**config.mk**
```make
export PLATFORM = sky130hd
export DESIGN_NAME = sop_len_xor_frame_deframer
export DESIGN_NICKNAME = d
export VERILOG_FILES = /design/src/rtl/slxfd_pkg.sv /design/src/rtl/sop_len_xor_frame_deframer.sv /design/src/rtl/slxfd_regs.sv /design/src/rtl/slxfd_core.sv
export SDC_FILE = /design/constraint.sdc
export NUM_CORES = 1
export LEC_CHECK = 0
export BUFFER_PORTS_ARGS = -buffer_cell sky130_fd_sc_hd__buf_2
export CAP_MARGIN = 20
export CORE_MARGIN = 4
export CORE_UTILIZATION = 40
export DETAILED_ROUTE_END_ITERATION = 12
export SYNTH_ARGS = -nofsm -noshare
export SYNTH_HDL_FRONTEND = slang
export SYNTH_SLANG_ARGS = --single-unit
```
**constraint.sdc**
```tcl
create_clock -name clk -period 8.6 [get_ports clk]
set_input_delay 0.86 -clock clk [delete_from_list [all_inputs] [get_ports clk]]
set_output_delay 0.86 -clock clk [all_outputs]
set_load 0.005 [all_outputs]
```
**src/rtl/slxfd_pkg.sv**
```systemverilog
// Shared types and constants for the length-prefixed XOR-checked frame deframer.
`default_nettype none

package slxfd_pkg;

    localparam int unsigned BYTE_W      = 8;
    localparam int unsigned KIND_W      = 2;
    localparam int unsigned APB_DATA_W  = 32;
    localparam int unsigned APB_ADDR_W  = 3;

    localparam logic [BYTE_W-1:0] START_BYTE_RST   = 8'hEF;
    localparam logic [BYTE_W-1:0] LENGTH_LIMIT_RST = 8'd254;

    localparam logic REG_START_BYTE   = 1'b0;
    localparam logic REG_LENGTH_LIMIT = 1'b1;

    typedef enum logic [KIND_W-1:0] {
        EV_PAYLOAD = 2'd0,
        EV_GOOD    = 2'd1,
        EV_BADCHK  = 2'd2,
        EV_REJECT  = 2'd3
    } event_kind_t;

    typedef enum logic [3:0] {
        PH_HUNT  = 4'b0001,
        PH_LEN   = 4'b0010,
        PH_DATA  = 4'b0100,
        PH_CHECK = 4'b1000
    } phase_t;

    typedef struct packed {
        logic [BYTE_W-1:0] start_byte;
        logic [BYTE_W-1:0] length_limit;
    } cfg_t;

endpackage

`default_nettype wire

```
**src/rtl/sop_len_xor_frame_deframer.sv**
```systemverilog
// Top level of the length-prefixed frame deframer with XOR check byte.
//
// Takes one received byte per transaction and accepts a new byte every cycle
// while input stall is low. A byte is registered in the input register on
// acceptance and runs through the frame state machine from there; its result,
// if any, loads into the output register once that register is free, and is
// offered from the output register until taken. Throughput is one byte per
// clock while input stall is low.
// Input stall rises only when a byte that yields a result cannot move into an
// output register that is still held by a stalled result transaction.
`default_nettype none

module sop_len_xor_frame_deframer (
    input  wire logic                            clk,
    input  wire logic                            rst_n,
    input  wire logic                            psel,
    input  wire logic                            penable,
    input  wire logic                            pwrite,
    input  wire logic [slxfd_pkg::APB_ADDR_W-1:0] paddr,
    input  wire logic [slxfd_pkg::APB_DATA_W-1:0] pwdata,
    output logic      [slxfd_pkg::APB_DATA_W-1:0] prdata,
    output logic                                 pready,
    input  wire logic                            in_valid,
    output logic                                 in_stall,
    input  wire logic [slxfd_pkg::BYTE_W-1:0]    rx_byte,
    output logic                                 out_valid,
    input  wire logic                            out_stall,
    output logic      [slxfd_pkg::KIND_W-1:0]    event_kind,
    output logic      [slxfd_pkg::BYTE_W-1:0]    payload_byte,
    output logic      [slxfd_pkg::BYTE_W-1:0]    byte_index,
    output logic      [slxfd_pkg::BYTE_W-1:0]    frame_length,
    output logic      [slxfd_pkg::BYTE_W-1:0]    received_check
);
    import slxfd_pkg::*;

    cfg_t cfg;

    slxfd_regs u_regs (
        .clk     (clk),
        .rst_n   (rst_n),
        .psel    (psel),
        .penable (penable),
        .pwrite  (pwrite),
        .paddr   (paddr),
        .pwdata  (pwdata),
        .prdata  (prdata),
        .pready  (pready),
        .cfg     (cfg)
    );

    slxfd_core u_core (
        .clk            (clk),
        .rst_n          (rst_n),
        .cfg            (cfg),
        .in_valid       (in_valid),
        .in_stall       (in_stall),
        .rx_byte        (rx_byte),
        .out_valid      (out_valid),
        .out_stall      (out_stall),
        .event_kind     (event_kind),
        .payload_byte   (payload_byte),
        .byte_index     (byte_index),
        .frame_length   (frame_length),
        .received_check (received_check)
    );

endmodule

`default_nettype wire

```
**src/rtl/slxfd_regs.sv**
```systemverilog
// APB configuration registers: start byte and length limit.
`default_nettype none

module slxfd_regs (
    input  wire logic                               clk,
    input  wire logic                               rst_n,
    input  wire logic                               psel,
    input  wire logic                               penable,
    input  wire logic                               pwrite,
    input  wire logic [slxfd_pkg::APB_ADDR_W-1:0]   paddr,
    input  wire logic [slxfd_pkg::APB_DATA_W-1:0]   pwdata,
    output logic      [slxfd_pkg::APB_DATA_W-1:0]   prdata,
    output logic                                    pready,
    output slxfd_pkg::cfg_t                         cfg
);
    import slxfd_pkg::*;

    logic [BYTE_W-1:0] start_byte_reg;
    logic [BYTE_W-1:0] length_limit_reg;
    logic              wr_en;
    logic              reg_sel;

    assign pready  = 1'b1;
    assign reg_sel = paddr[2];
    assign wr_en   = psel && penable && pwrite && pready;

    always_ff @(posedge clk or negedge rst_n)
    begin
        if (!rst_n)
        begin
            start_byte_reg   <= START_BYTE_RST;
            length_limit_reg <= LENGTH_LIMIT_RST;
        end
        else if (wr_en)
        begin
            unique case (reg_sel)
                REG_START_BYTE:   start_byte_reg   <= pwdata[BYTE_W-1:0];
                REG_LENGTH_LIMIT: length_limit_reg <= pwdata[BYTE_W-1:0];
                default:          start_byte_reg   <= start_byte_reg;
            endcase
        end
    end

    always_comb
    begin
        prdata = '0;
        unique case (reg_sel)
            REG_START_BYTE:   prdata[BYTE_W-1:0] = start_byte_reg;
            REG_LENGTH_LIMIT: prdata[BYTE_W-1:0] = length_limit_reg;
            default:          prdata = '0;
        endcase
    end

    assign cfg.start_byte   = start_byte_reg;
    assign cfg.length_limit = length_limit_reg;

endmodule

`default_nettype wire

```
**src/rtl/slxfd_core.sv**
```systemverilog
// Deframing datapath: input register, frame state machine and result register.
`default_nettype none

module slxfd_core (
    input  wire logic                            clk,
    input  wire logic                            rst_n,
    input  slxfd_pkg::cfg_t                      cfg,
    input  wire logic                            in_valid,
    output logic                                 in_stall,
    input  wire logic [slxfd_pkg::BYTE_W-1:0]    rx_byte,
    output logic                                 out_valid,
    input  wire logic                            out_stall,
    output logic      [slxfd_pkg::KIND_W-1:0]    event_kind,
    output logic      [slxfd_pkg::BYTE_W-1:0]    payload_byte,
    output logic      [slxfd_pkg::BYTE_W-1:0]    byte_index,
    output logic      [slxfd_pkg::BYTE_W-1:0]    frame_length,
    output logic      [slxfd_pkg::BYTE_W-1:0]    received_check
);
    import slxfd_pkg::*;

    logic              ib_valid_reg;
    logic [BYTE_W-1:0] ib_byte_reg;

    phase_t            phase_reg, phase_next;
    logic [BYTE_W-1:0] length_reg, length_next;
    logic [BYTE_W-1:0] seen_reg, seen_next;
    logic [BYTE_W-1:0] xor_reg, xor_next;
    logic [BYTE_W-1:0] seen_inc;

    logic              res_valid;
    event_kind_t       res_kind;
    logic [BYTE_W-1:0] res_pay;
    logic [BYTE_W-1:0] res_idx;
    logic [BYTE_W-1:0] res_flen;
    logic [BYTE_W-1:0] res_chk;

    logic              ob_valid_reg;
    event_kind_t       ob_kind_reg;
    logic [BYTE_W-1:0] ob_pay_reg;
    logic [BYTE_W-1:0] ob_idx_reg;
    logic [BYTE_W-1:0] ob_flen_reg;
    logic [BYTE_W-1:0] ob_chk_reg;

    logic              ob_free;
    logic              proc_fire;
    logic              in_fire;

    assign ob_free   = !ob_valid_reg || !out_stall;
    assign proc_fire = ib_valid_reg && (!res_valid || ob_free);
    assign in_stall  = ib_valid_reg && !proc_fire;
    assign in_fire   = in_valid && !in_stall;
    assign seen_inc  = seen_reg + BYTE_W'(1);

    always_comb
    begin
        phase_next  = phase_reg;
        length_next = length_reg;
        seen_next   = seen_reg;
        xor_next    = xor_reg;
        res_valid   = 1'b0;
        res_kind    = EV_PAYLOAD;
        res_pay     = '0;
        res_idx     = '0;
        res_flen    = '0;
        res_chk     = '0;
        unique case (phase_reg)
            PH_HUNT:
            begin
                if (ib_byte_reg == cfg.start_byte)
                    phase_next = PH_LEN;
            end
            PH_LEN:
            begin
                if (ib_byte_reg > cfg.length_limit)
                begin
                    phase_next = PH_HUNT;
                    res_valid  = 1'b1;
                    res_kind   = EV_REJECT;
                    res_flen   = ib_byte_reg;
                end
                else
                begin
                    length_next = ib_byte_reg;
                    seen_next   = '0;
                    xor_next    = ib_byte_reg;
                    phase_next  = (ib_byte_reg == '0) ? PH_CHECK : PH_DATA;
                end
            end
            PH_DATA:
            begin
                res_valid = 1'b1;
                res_kind  = EV_PAYLOAD;
                res_pay   = ib_byte_reg;
                res_idx   = seen_reg;
                res_flen  = length_reg;
                xor_next  = xor_reg ^ ib_byte_reg;
                seen_next = seen_inc;
                if (seen_inc == length_reg)
                    phase_next = PH_CHECK;
            end
            PH_CHECK:
            begin
                phase_next = PH_HUNT;
                res_valid  = 1'b1;
                res_kind   = (ib_byte_reg == xor_reg) ? EV_GOOD : EV_BADCHK;
                res_flen   = length_reg;
                res_chk    = ib_byte_reg;
            end
            default:
            begin
                phase_next = PH_HUNT;
            end
        endcase
    end

    always_ff @(posedge clk or negedge rst_n)
    begin
        if (!rst_n)
        begin
            ib_valid_reg <= 1'b0;
            phase_reg    <= PH_HUNT;
            length_reg   <= '0;
            seen_reg     <= '0;
            xor_reg      <= '0;
            ob_valid_reg <= 1'b0;
        end
        else
        begin
            if (in_fire)
                ib_valid_reg <= 1'b1;
            else if (proc_fire)
                ib_valid_reg <= 1'b0;
            if (proc_fire)
            begin
                phase_reg  <= phase_next;
                length_reg <= length_next;
                seen_reg   <= seen_next;
                xor_reg    <= xor_next;
            end
            if (proc_fire && res_valid)
                ob_valid_reg <= 1'b1;
            else if (!out_stall)
                ob_valid_reg <= 1'b0;
        end
    end

    always_ff @(posedge clk)
    begin
        if (in_fire)
            ib_byte_reg <= rx_byte;
        if (proc_fire && res_valid)
        begin
            ob_kind_reg <= res_kind;
            ob_pay_reg  <= res_pay;
            ob_idx_reg  <= res_idx;
            ob_flen_reg <= res_flen;
            ob_chk_reg  <= res_chk;
        end
    end

    assign out_valid      = ob_valid_reg;
    assign event_kind     = ob_kind_reg;
    assign payload_byte   = ob_pay_reg;
    assign byte_index     = ob_idx_reg;
    assign frame_length   = ob_flen_reg;
    assign received_check = ob_chk_reg;

endmodule

`default_nettype wire

```
# After elaboration in Yosys (flattened, before gate mapping)
# Cells that the tools add are included.
# Widths: inputs -> output; s select.
dict set report word_totals {
  regBits 88
  latchBits 0
  in_bits 50
  romBits 0
  n_memories 0
  mem_bits_rw 0
  word_cells 73
  output_inout_bits 69
}
dict set report op_classes {
  div 0
  addsub 1
  muxes 21
  n_mul 0
  n_eq_ne 11
  n_lt_le_gt_ge 1
  n_bitwise 3
  reduce_logical 22
  shifts 0
}
# operator count
set op_table {}
lappend op_table {{$pmux 8 s2} 4}
lappend op_table {{$eq 8x8->1} 3}
lappend op_table {{$mux 8} 3}
lappend op_table {{$mux 4} 4}
lappend op_table {{$pmux 4 s3} 1}
lappend op_table {{$reduce_and 3->1} 3}
lappend op_table {{$add 8x1->8 const B} 1}
lappend op_table {{$gt 8x8->1} 1}
lappend op_table {{$logic_not 8->1} 1}
lappend op_table {{$xor 8x8->8} 1}
lappend op_table {{$logic_and 1x1->1} 6}
lappend op_table {{$ne 2x1->1 const B} 3}
lappend op_table {{$logic_not 1->1} 5}
lappend op_table {{$mux 1} 5}
lappend op_table {{$eq 4x1->1 const B} 1}
lappend op_table {{$eq 4x2->1 const B} 1}
lappend op_table {{$eq 4x3->1 const B} 1}
lappend op_table {{$eq 4x4->1 const B} 1}
lappend op_table {{$mux 2} 2}
lappend op_table {{$pmux 2 s2} 1}
lappend op_table {{$reduce_and 2->1} 2}
lappend op_table {{$reduce_bool 2->1} 2}
lappend op_table {{$logic_or 1x1->1} 2}
lappend op_table {{$ne 2x2->1 const B} 1}
lappend op_table {{other kinds (3)} 4}

# Logic depth before layout (Yosys ltp)
# Gate-level depths: netlist of the first run.
dict set report depth {
  word_depth 11
  ltp_mapped 10
  depth_no_buf 8
}

# Hierarchy
# Synthesis of the first run repeated with hierarchy kept, for this count alone.
dict set report hier_totals {
  hier_cells 380
  hier_area_um2 4620.7
}
# module cells_each area_each_um2 n_inst seq_area_each_um2
set by_module_without_submodules {}
lappend by_module_without_submodules {slxfd_core 310 3681.0 1 2013.2}
lappend by_module_without_submodules {slxfd_regs 70 939.7 1 417.9}

# Worst setup path before layout of the first run
# OpenSTA, ideal clock, no wires.
dict set report synth_timing {
  path_kind {register to register}
  startpoint {register u_regs.length_limit_reg[1]}
  endpoint {register u_core.ob_idx_reg[0], in the netlist u_core.byte_index[0], enable pin}
  t_required_ns 8.175
  arrival_ns 3.216
  path_stages_with_launch 9
  setup_slack_ns 4.959
  period_less_slack_ns 3.641
  cell_sequence {dfstp_2 -> inv_1 -> ha_1 -> nor2b_1 -> o211ai_1 -> a21o_1 -> a211oi_1 -> o21ai_0 -> nor2_1}
}
dict set report synth_via {
  elab_chain_len 7
}
# element line
set synth_lines {}
lappend synth_lines {{start: declaration} slxfd_regs.sv:19} ;# logic [BYTE_W-1:0] length_limit_reg;
lappend synth_lines {{start signal: assignment} slxfd_regs.sv:38} ;# REG_LENGTH_LIMIT: length_limit_reg <= pwdata[BYTE_W-1:0];
lappend synth_lines {{$gt 8x8->1 (*)} slxfd_core.sv:74} ;# if (ib_byte_reg > cfg.length_limit)
lappend synth_lines {{$mux 1 (*)} slxfd_core.sv:74}
lappend synth_lines {{$pmux 1 s2 (*)} slxfd_core.sv:66} ;# unique case (phase_reg)
lappend synth_lines {{$logic_not 1->1} slxfd_core.sv:49} ;# assign proc_fire = ib_valid_reg && (!res_valid || ob_free);
lappend synth_lines {{$logic_or 1x1->1} slxfd_core.sv:49}
lappend synth_lines {{$logic_and 1x1->1} slxfd_core.sv:49}
lappend synth_lines {{$logic_and 1x1->1 (*)} slxfd_core.sv:151} ;# if (proc_fire && res_valid)
lappend synth_lines {{end signal: assignment} slxfd_core.sv:155} ;# ob_idx_reg <= res_idx;
lappend synth_lines {{end: declaration} slxfd_core.sv:40} ;# logic [BYTE_W-1:0] ob_idx_reg;
# Mark *: on every way between the ends. The rest lies on a longest branch, timed or not.
# A chain may end at the register's enable or synchronous reset.

# Worst setup path after layout of the first run
dict set report layout_timing {
  startpoint {register u_core.ib_byte_reg[1]}
  endpoint {output port in_stall}
}
dict set report layout_via {
  elab_chain_len 8
}
# element line
set layout_lines {}
lappend layout_lines {{start: declaration} slxfd_core.sv:22} ;# logic [BYTE_W-1:0] ib_byte_reg;
lappend layout_lines {{start signal: assignment} slxfd_core.sv:150} ;# ib_byte_reg <= rx_byte;
lappend layout_lines {{$gt 8x8->1} slxfd_core.sv:74}
lappend layout_lines {{$mux 1} slxfd_core.sv:74}
lappend layout_lines {{$pmux 1 s2} slxfd_core.sv:66}
lappend layout_lines {{$logic_not 1->1} slxfd_core.sv:49}
lappend layout_lines {{$logic_or 1x1->1} slxfd_core.sv:49}
lappend layout_lines {{$logic_and 1x1->1} slxfd_core.sv:49}
lappend layout_lines {{$logic_not 1->1} slxfd_core.sv:50} ;# assign in_stall = ib_valid_reg && !proc_fire;
lappend layout_lines {{$logic_and 1x1->1} slxfd_core.sv:50}
lappend layout_lines {{end: declaration} sop_len_xor_frame_deframer.sv:24} ;# output logic in_stall,
# Every way passes these cells.

==> summary.txt, run 1 <==
Outcome
  – Status: complete, no violations

Clocking
  – CTS Buffer Depth: 2
  – Hold Buf Count CTS: 0
  – CTS root buf: clkbuf_16
  – Num CTS Buffers: 9
  – Setup Buffers After CTS: 0
  – CTS resizes: 0
  – Worst-Skew Late Latency: 340 ps
  – CTS H-Tree Depth: 3
  – CTS tree: done
  – Sink Count: 88
  – Clk slew on worst S/H paths: 60 ps

Drt
  – Via density: 5.19
  – Drt pass-1 iters: 4
  – Wire length on met2: 4.52 mm
  – Post-DRT Antenna Nets: 0
  – Max Used Layer: met4
  – 1st-iter DRT viols: 148
  – Post-DR wirelength/cell: 16.2 um
  – Vias: 3157
  – M1 WL: 4.53 mm
  – Metal3 WL: 562 um
  – DRC violations left: 0
  – Total Wirelength: 9.82 mm

GRT
  – Largest net degree at the start of global routing: 47
  – GR Overflow Total: 0
  – Tot GR Track Use: 0.153
  – First-pass GRT wire length: 16.1 mm
  – Number of global-route vias before repair: 3113
  – Antenna violations before repair: 0

Logic synthesis
  – Post-synth top area cell: edfxtp_1
  – Netlist cell types: 57
  – Cell area after synthesis: 4660 um2
  – Post-synthesis instance total: 402
  – Most used DFF post-synth: edfxtp_1
  – Flops & latches, synth: 88
  – Top cells by area, synth: edfxtp_1 27%, dfrtp_1 17%, dfstp_2 8.4%
  – Seq/Total Area, Yosys: 0.521
  – Synth async-reset ratio: 0.523
  – Top-area cell type share of the netlist area: 0.270
  – Most common cell in the netlist: edfxtp_1
  – Top cells by count, synth: 42 x edfxtp_1, 31 x dfrtp_1, 31 x mux2_2, 29 x buf_4, 26 x and2_1
  – Number of synthesized flops with an enable pin: 42
  – Synth warn: 0
  – Avg Cell Area, Syn: 11.6 um2

Hold path
  – HP Class: input port to asynchronous set/reset pin

Power and ir drop
  – Power per Cell Area: 268 nW/um2
  – Logic gate share of total power: 0.276
  – Sw power: 470 uW
  – Clock power share: 0.260
  – Switching portion of total power: 0.333
  – Leakage: 0.00220 uW
  – Peak VDD IR: 0.000126 V
  – Internal power: 941 uW
  – Sequential power share: 0.465

STA
  – Clock skew: 9.67 ps
  – Slew @ Worst Pin: 973 ps
  – Final Hold Fails: 0
  – FMAX: 264 MHz
  – Post-route minimum period: 3790 ps
  – Post-route worst setup slack: 4810 ps
  – Max Slew Vio Count: 0
  – Slew margin rel.: 0.349
  – Setup TNS: 0 ps
  – RSZ-0062 raised after global routing: false
  – Finish-stage setup viols: 0
  – Final period utilization: 0.440

Floorplanning
  – Die area: 13500 um2
  – IO Count: 119
  – Die height: 116 um
  – Row cnt: 39
  – Starting Density: 0.409
  – Die Wd: 116 um
  – Core area: 11400 um2

Setup path
  – CP Max Fanout: 21
  – Critical path data arrival time: 2930 ps
  – WP buf/inv: 2
  – Crit path required time: 7740 ps
  – Crit path launch type: flip-flop
  – CP Launch Point: u_core.ib_byte_reg[1]$_DFFE_PP_
  – Worst setup path category: flip-flop to primary output
  – Slowest cell on the critical path: edfxtp_1
  – Worst r2r src: u_core.ib_byte_reg[6]$_DFFE_PP_
  – Cell family with most CP delay: compound AO/OA/AOI/OAI gates
  – CP cell instances: ha_1 -> nor2b_1 -> o211ai_1 -> a21o_1 -> a211oi_2 -> buf_4 -> o21ai_0 -> nor2_1 -> buf_2
  – Max stage delay on crit path: 590 ps
  – Worst Setup End Kind: primary output

Finish
  – Synth-to-Final Area Change: 12.8%
  – Inserted Diodes: 0
  – Nets: 519
  – Layout fillers: 1074
  – Final Non-Filler Cells: 608
  – Multi-input gate area: 1960 um2
  – Share of cells above drive strength 1: 0.310
  – Sequential Area: 2430 um2
  – Fin area: 5260 um2

Place
  – DP HPWL: 6.80 mm
  – Placed cell count: 591
  – Number of port buffers: 67
  – Setup WS pre-CTS: 5170 ps
  – Routability cong.: 0.823
  – Placed Instance Area: 4960 um2

Flow run
  – Maxcap violations: 0
[cell families (layout without fill, tap and decap cells)]
family          Yosys count  count (layout)  share of synthesized area
simple gates            106             106                      0.123
mux                      31              31                     0.0748
fa+ha+maj                 9               9                     0.0241
xor+xnor                 27              27                     0.0507
compound gates           83              83                      0.126
other cells               2              25                    0.00161
flops                    88              88                      0.521
buf+inv                  56              96                     0.0791
[worst register-to-register path, cell delays in order (launching register included)]
cell	delay, ps
edfxtp_1	630
ha_1	420
nand4_1	140
a21o_1	240
a211oi_2	190
buf_4	280
o21ai_0	290
nor2_2	160
buf_4	400
[routing by layer]
metal,GRT usage,vias to the layer above
met5,0,-
met4,0.0572,0
met3,0.0334,16
met2,0.236,93
met1,0.212,1531
li1,-,1517
[stage by stage]
| stage | hold slack (ps) | power [uW] | util |
|---|---|---|---|
| final | 376 | 1410 | 0.461 |
| after detailed placement | 507 | 1050 | 0.435 |
| after global routing | 381 | 1510 | 0.461 |
| after global placement | 503 | 1040 | 0.435 |
| after CTS | 520 | 1420 | 0.459 |
| after floorplan | 489 | 941 | - |
[layout make-up]
class	instances	area share
flip-flops and latches	88	0.462
clock buffers	9	0.0428
repair buffers	70	0.0704
well taps	143	0.0340
inverters	10	0.00713
clock inverters	7	0.0105
multi-input cells	281	0.373
[power by group through the flow]
stage / sequential [uW] / clock [uW] / combinational (uW)
6_report: 656 / 366 / 389
5_1_grt: 670 / 393 / 443
4_1_cts: 655 / 376 / 392
3_5_place_dp: 663 / 0 / 390
3_3_place_gp: 657 / 0 / 381
2_1_floorplan: 636 / 0 / 305
[final timing paths]
kind / end / slack, ps / cells after the start
max: in_stall / 4810 / 9
min in group clk: u_core.phase_reg[0]$_DFFE_PN1P_ / 520 / 1
max in group asynchronous: u_regs.length_limit_reg[2]$_DFFE_PN1P_ / 7690 / 2
min reg2reg: u_core.phase_reg[0]$_DFFE_PN1P_ / 520 / 1
max reg2reg: u_core.payload_byte[2]$_SDFFCE_PN0P_ / 5470 / 8
min: u_core.xor_reg[7]$_DFFE_PN0P_ / 380 / 1
[cell usage in the layout, fill, tap and decap left out, drive strengths merged, types with 3 or more instances in the layout]
| master | n |
|---|---|
| a211oi | 3 |
| buf | 70 |
| clkbuf | 9 |
| a31oi | 7 |
| and2 | 26 |
| o21ai | 20 |
| dfstp | 15 |
| ha | 9 |
| a21o | 3 |
| a21oi | 17 |
| nand4 | 4 |
| edfxtp | 42 |
| nor2b | 3 |
| clkinv | 3 |
| nand3 | 8 |
| o31ai | 11 |
| dfrtp | 31 |
| mux2 | 31 |
| xor2 | 21 |
| nor4 | 4 |
| xnor2 | 6 |
| a22o | 7 |
| o211ai | 3 |
| nand2 | 22 |
| nor3 | 5 |
| inv | 12 |
| nor2 | 21 |
| conb | 25 |
(Power assumes the default switching activity.)
==> run 2: changes to the inputs <==
- PLACE_DENSITY: not set -> 0.65
- clock period: 8.6 -> 3.45 ns (I/O delays scaled with it)
==> run 2 against run 1 <==
- largest power group unchanged
- design area is 0.81% higher
- clock skew shrank 2.3 ps
- worst setup slack got worse by 4200 ps
- routed wire length up 0.93%
- first-iteration DRC count increased by 11%
- power rose to 2.5 times the previous value
- sequential power up 150%
- via count up 1.2%
- hold slack lost 200 ps
==> summary.txt, run 2 (synthesized netlist as in run 1, its figures left out) <==
Finish
  – Nets: 524 (+0.96%)
  – Commonest non-fill, non-tap cells in the layout: 67 x buf_2, 42 x edfxtp_1, 31 x mux2_2, 31 x dfrtp_1, 26 x and2_1
  – Inserted Diodes: 0 (unchanged)
  – Fin area: 5310 um2 (+0.81%)
  – Share of cells above drive strength 1: 0.309 (-0.00117)
  – Commonest non-fill, non-tap cell in the layout: buf_2
  – Synth-to-Final Area Change: 13.7%

STA
  – Slew @ Worst Pin: 611 ps (-362 ps)
  – Post-route minimum period: 2790 ps
  – RSZ-0062 raised after global routing: false
  – Finish-stage setup viols: 0 (unchanged)
  – Setup TNS: 0 ps (unchanged)
  – Final period utilization: 0.809
  – Max Slew Vio Count: 0 (unchanged)
  – FMAX: 358 MHz
  – Slew margin rel.: 0.591 (+0.242)
  – Final Hold Fails: 0 (unchanged)
  – Clock skew: 7.40 ps (-2.27 ps)

Drt
  – Via density: 5.21 (+0.35%)
  – Total Wirelength: 9.91 mm (+0.93%)
  – DRC violations left: 0 (unchanged)
  – Drt pass-1 iters: 4 (unchanged)
  – M1 WL: 4.61 mm (+1.6%)
  – Metal3 WL: 625 um (+11%)
  – 1st-iter DRT viols: 164 (+11%)
  – Wire length on met2: 4.47 mm (-1.0%)
  – Post-DR wirelength/cell: 16.2 um (+0.10%)
  – Max Used Layer: met4
  – Post-DRT Antenna Nets: 0 (unchanged)
  – Vias: 3194 (+1.2%)

Setup path
  – Cells on worst reg2reg path: 9 (+1)
  – Reg-to-reg setup timing slack: 710 ps (-4760 ps)
  – Worst r2r src: u_core.ib_byte_reg[1]$_DFFE_PP_
  – Critical path endpoint: in_stall
  – CP Launch Point: u_core.ib_byte_reg[1]$_DFFE_PP_
  – Worst Setup End Kind: primary output
  – CP cell instances: ha_1 -> nor2b_1 -> o211ai_1 -> a21o_1 -> a211oi_2 -> o21ai_0 -> buf_4 -> nor2_1 -> buf_2
  – Slowest cell on the critical path: edfxtp_1
  – Max stage delay on crit path: 570 ps (-20 ps)
  – Crit path required time: 3110 ps (-4630 ps)
  – CP Max Fanout: 10 (-52%)
  – R2r endpoint: u_core.received_check[1]$_SDFFCE_PN0P_
  – Worst setup path category: flip-flop to primary output
  – Critical path data arrival time: 2450 ps (-480 ps)
  – Crit path launch type: flip-flop

Power and ir drop
  – Leakage: 0.00222 uW (+0.76%)
  – Peak VDD IR: 0.000300 V (+140%)
  – Power per Cell Area: 676 nW/um2 (+150%)

Hold path
  – Hold Crit Start: rx_byte[1]
  – HP Class: input port to flip-flop

Clocking
  – Sink Count: 88 (unchanged)
  – Worst-Skew Late Latency: 340 ps (about the same)
  – CTS root buf: clkbuf_16
  – Clk slew on worst S/H paths: 60 ps (about the same)
  – CTS tree: done
  – CTS Buffer Depth: 2 (unchanged)
  – CTS H-Tree Depth: 3 (unchanged)
  – Num CTS Buffers: 9 (unchanged)
  – CTS resizes: 0 (unchanged)

Floorplanning
  – Starting Density: 0.409 (unchanged)
  – IO Count: 119 (unchanged)
  – Row cnt: 39 (unchanged)
  – Die Wd: 116 um (unchanged)
  – Core area: 11400 um2 (unchanged)
  – Die area: 13500 um2 (unchanged)
  – Die height: 116 um (unchanged)

GRT
  – First-pass GRT wire length: 15.9 mm (-1.2%)
  – Antenna violations before repair: 0 (unchanged)
  – GR Overflow Total: 0 (unchanged)
  – Tot GR Track Use: 0.153 (about the same)
  – Number of global-route vias before repair: 3162 (+1.6%)
  – Largest net degree at the start of global routing: 43 (-8.5%)

Outcome
  – Status: complete, no violations

Place
  – Routability cong.: 0.876 (+6.5%)
  – Placed Instance Area: 4990 um2 (+0.48%)
  – DP HPWL: 6.90 mm (+1.5%)
  – Number of port buffers: 67 (unchanged)

Flow run
  – Maxcap violations: 0 (unchanged)
run 2: how the worst min path moves through the flow:
| stage | cells past startpoint | slack [ps] | to |
|---|---|---|---|
| floorplan | 0 | 50 | u_core.ib_valid_reg$_DFFE_PN0P_ |
| global placement | 1 | 500 | u_core.phase_reg[0]$_DFFE_PN1P_ |
| detailed placement | 1 | 510 | u_core.phase_reg[0]$_DFFE_PN1P_ |
| CTS | 1 | 170 | u_core.ib_byte_reg[1]$_DFFE_PP_ |
| global route | 1 | 170 | u_core.ib_byte_reg[7]$_DFFE_PP_ |
| finish | 1 | 180 | u_core.ib_byte_reg[1]$_DFFE_PP_ |
run 2: critical path: cells and delay by family, from the launching register on:
family                     cells  cell delay (ps)
buffers and inverters          2              290
DFF                            1              570
and+or+nand+nor                2              210
AOI/OAI and AO/OA              4              660
adders and majority gates      1              390
run 2: stage by stage:
step                       util  setup slack, ps  cells  total power, uW  hold slack [ps]
final                     0.465              659    613             3580              181
after detailed placement  0.437              712    595             2640              510
after CTS                 0.462              652    611             3600              173
after global placement    0.437              748    595             2600              502
after global routing      0.465              442    613             3790              171
after floorplan               -              358    425             2350             49.4
run 2: cell type report:
type                    count  area, um2
fillers                  1071       6110
flip-flops and latches     88       2430
repair buffers             75        410
multi-input cells         281       1960
clock inverters             6       60.1
clock buffers              10        229
well taps                 143        179
inverters                  10       37.5
run 2: timing repair:
item	4_1_cts	5_1_grt
endpoints found under the hold margin	0	2
buffers inserted	0	0
hold buffers	0	1
run 2: metal layers:
layer | GRT usage | vias up
li1 | - | 1528
met1 | 0.212 | 1542
met2 | 0.236 | 103
met3 | 0.0303 | 21
met4 | 0.0626 | 0
met5 | 0 | -
run 2: report_power, final:
group	switching (uW)	internal (uW)	leakage, uW	total (uW)
clock network	402	557	0.000130	959
logic	543	454	0.00113	998
registers	218	1410	0.000953	1630
==> run 3: changes to the inputs <==
- ABC_AREA: not set -> 1
- PLACE_DENSITY: 0.65 -> 0.66
- clock period: 3.45 -> 2.5 ns (I/O delays scaled with it)
==> run 3 against run 2 <==
- first-iteration DRC count rose by 41%
- non-clock buffer count rose by 7
- power rose by 37%
- critical path type is now flip-flop to flip-flop
- highest routed layer unchanged
==> summary.txt, run 3 <==
Outcome
  – Status: complete, no violations

Setup path
  – CP Max Fanout: 8 (-2)
  – Slowest cell on the critical path: dfstp_2
  – Reg-to-reg setup timing slack: 170 ps (-540 ps)
  – Crit path required time: 2490 ps (-620 ps)
  – Cell family with most CP delay: flip-flops
  – Worst setup path category: flip-flop to flip-flop
  – Crit path launch type: flip-flop
  – CP cell instances: inv_1 -> ha_1 -> a21o_1 -> nor2_1 -> nand2_1 -> nand3_2 -> nand2_4 -> nand2_4 -> o21ai_0 -> inv_1
  – Worst Setup End Kind: flip-flop
  – Critical path data arrival time: 2320 ps (-130 ps)
  – WP buf/inv: 2 (unchanged)
  – Max stage delay on crit path: 540 ps (-30 ps)

Finish
  – Multi-input gate area: 1760 um2 (-10%)
  – Commonest non-fill, non-tap cell in the layout: nand2_1
  – Sequential Area: 2430 um2 (unchanged)
  – Nets: 651 (+24%)
  – Synth-to-Final Area Change: 17.1%
  – Share of cells above drive strength 1: 0.235 (-0.0740)
  – Commonest non-fill, non-tap cells in the layout: 137 x nand2_1, 67 x buf_2, 59 x inv_1
  – Layout fillers: 1050 (-2.0%)
  – Inserted Diodes: 0 (unchanged)

Drt
  – Post-DR wirelength/cell: 13.2 um (-19%)
  – Post-DRT Antenna Nets: 0 (unchanged)
  – Total Wirelength: 9.71 mm (-2.1%)
  – Via density: 4.78 (-8.2%)
  – DRC violations left: 0 (unchanged)
  – 1st-iter DRT viols: 231 (+41%)
  – Vias: 3524 (+10%)
  – Drt pass-1 iters: 5 (+1)

Place
  – DP HPWL: 7.31 mm (+5.9%)
  – Setup WS pre-CTS: 88.0 ps (-624 ps)
  – Number of port buffers: 67 (unchanged)
  – Routability cong.: 0.865 (-1.3%)

Clocking
  – Hold Buf Count CTS: 0 (unchanged)
  – CTS tree: done
  – Clk slew on worst S/H paths: 70 ps (about the same)
  – CTS Buffer Depth: 2 (unchanged)
  – Setup Buffers After CTS: 0 (unchanged)
  – Num CTS Buffers: 9 (unchanged)
  – CTS root buf: clkbuf_16
  – Sink Count: 88 (unchanged)
  – CTS H-Tree Depth: 3 (unchanged)
  – Worst-Skew Late Latency: 330 ps (about the same)
  – CTS resizes: 0 (unchanged)

STA
  – Finish-stage setup viols: 0 (unchanged)
  – FMAX: 429 MHz
  – Setup TNS: 0 ps (unchanged)
  – Final period utilization: 0.933
  – RSZ-0062 raised after global routing: false
  – Max Slew Vio Count: 0 (unchanged)
  – Slew margin rel.: 0.382 (-0.209)
  – Final Hold Fails: 0 (unchanged)
  – Clock skew: 5.26 ps (-2.15 ps)
  – Post-route worst setup slack: 168 ps (-491 ps)
  – Post-route minimum period: 2330 ps
  – Slew @ Worst Pin: 927 ps (+316 ps)

Floorplanning
  – Core area: 11000 um2 (-3.4%)
  – Die area: 13200 um2 (-1.6%)
  – Row cnt: 38 (-2.6%)
  – Die height: 115 um (-0.81%)
  – Die Wd: 115 um (-0.81%)
  – Starting Density: 0.415 (+0.00699)
  – IO Count: 119 (unchanged)

Logic synthesis
  – Most used DFF post-synth: edfxtp_1
  – Post-synthesis instance total: 512 (+27%)
  – Avg Cell Area, Syn: 8.95 um2 (-23%)
  – Most common cell in the netlist: nand2_1
  – Post-synth top area cell: edfxtp_1
  – Top cells by area, synth: edfxtp_1 28%, dfrtp_1 17%, nand2_1 11%
  – Seq/Total Area, Yosys: 0.530 (+0.00925)
  – Number of synthesized flops with an enable pin: 42 (unchanged)
  – Top cells by count, synth: 137 x nand2_1, 60 x inv_1, 48 x o21ai_0, 43 x nor2_1, 42 x edfxtp_1
  – Flops & latches, synth: 88 (unchanged)
  – Synth warn: 0 (unchanged)
  – Netlist cell types: 35 (-39%)
  – Top-area cell type share of the netlist area: 0.275 (+0.00480)
  – Synth async-reset ratio: 0.523 (unchanged)
  – Cell area after synthesis: 4580 um2 (-1.7%)

Flow run
  – Maxcap violations: 0 (unchanged)

GRT
  – GR Overflow Total: 0 (unchanged)
  – Largest net degree at the start of global routing: 41 (-4.7%)
  – First-pass GRT wire length: 15.8 mm (-0.66%)
  – Number of global-route vias before repair: 3312 (+4.7%)
  – Tot GR Track Use: 0.148 (-0.00517)
  – Antenna violations before repair: 0 (unchanged)

Hold path
  – HP Class: input port to asynchronous set/reset pin

Power and ir drop
  – Power per Cell Area: 918 nW/um2 (+36%)
  – Peak VDD IR: 0.000435 V (+45%)
  – Leakage: 0.00250 uW (+13%)
run 3: changes by cell type after synthesis, moves of 9 or more:
cell and change:
a21oi_1 -9, nor2_1 +23, mux2_2 -31, and2_1 -26
o31ai_1 -10, nand3_1 +16, o21ai_0 +30, buf_2 -9
nand2_1 +115, inv_1 +50
run 3: final timing paths:
kind	from	to	cells after the start
max	u_regs.length_limit_reg[7]$_DFFE_PN1P_	u_core.ib_byte_reg[5]$_DFFE_PP_	10
min	rst_n	u_core.seen_reg[7]$_DFFE_PN0P_	1
max reg2reg	u_regs.length_limit_reg[7]$_DFFE_PN1P_	u_core.ib_byte_reg[5]$_DFFE_PP_	10
min reg2reg	u_core.out_valid$_DFFE_PN0P_	u_core.out_valid$_DFFE_PN0P_	2
max in group asynchronous	rst_n	u_regs.start_byte_reg[1]$_DFFE_PN1P_	2
min in group clk	rx_byte[3]	u_core.ib_byte_reg[3]$_DFFE_PP_	1
run 3: metrics by stage:
| stage | util | instances | cell area, um2 | hold slack (ps) | power (uW) |
|---|---|---|---|---|---|
| 2_1_floorplan | - | 535 | 4670 | -45.6 | 3250 |
| 3_3_place_gp | 0.459 | 720 | 5060 | 431 | 3640 |
| 3_5_place_dp | 0.459 | 720 | 5060 | 428 | 3690 |
| 4_1_cts | 0.484 | 736 | 5340 | 84.2 | 4940 |
| 5_1_grt | 0.487 | 737 | 5370 | 85.7 | 5260 |
| 6_report | 0.487 | 737 | 5370 | 51.2 | 4920 |
run 3: power breakdown:
group | switching, uW | leakage (uW) | total (uW) | internal [uW]
registers | 253 | 0.000941 | 2200 | 1950
clock network | 559 | 0.000127 | 1240 | 679
logic | 912 | 0.00143 | 1490 | 574
total | 1720 | 0.00250 | 4920 | 3200
run 3: layout make-up:
cell class / instances / area share
multi-input combinational: 348 / 0.327
sequential: 88 / 0.453
tap: 140 / 0.0326
timing repair buffer: 82 / 0.0914
clock buffer: 10 / 0.0427
inverter: 63 / 0.0448
clock inverter: 6 / 0.00839
run 3: kinds of logic after synthesis:
kind of cell               Yosys count  share of synthesized area
adders and majority gates            9                     0.0246
AOI/OAI and AO/OA                   69                     0.0827
DFF                                 88                      0.530
other                                2                    0.00164
buffers and inverters               99                      0.107
xor gates and xnor gates            14                     0.0268
and+or+nand+nor                    231                      0.227
run 3: layer usage:
metal	vias to the layer above	global-route usage	share of wire
li1	1759	-	-
met1	1629	0.198	0.44
met2	128	0.243	0.48
met3	8	0.0353	0.077
met4	0	0.0344	0.0075
met5	-	0	0
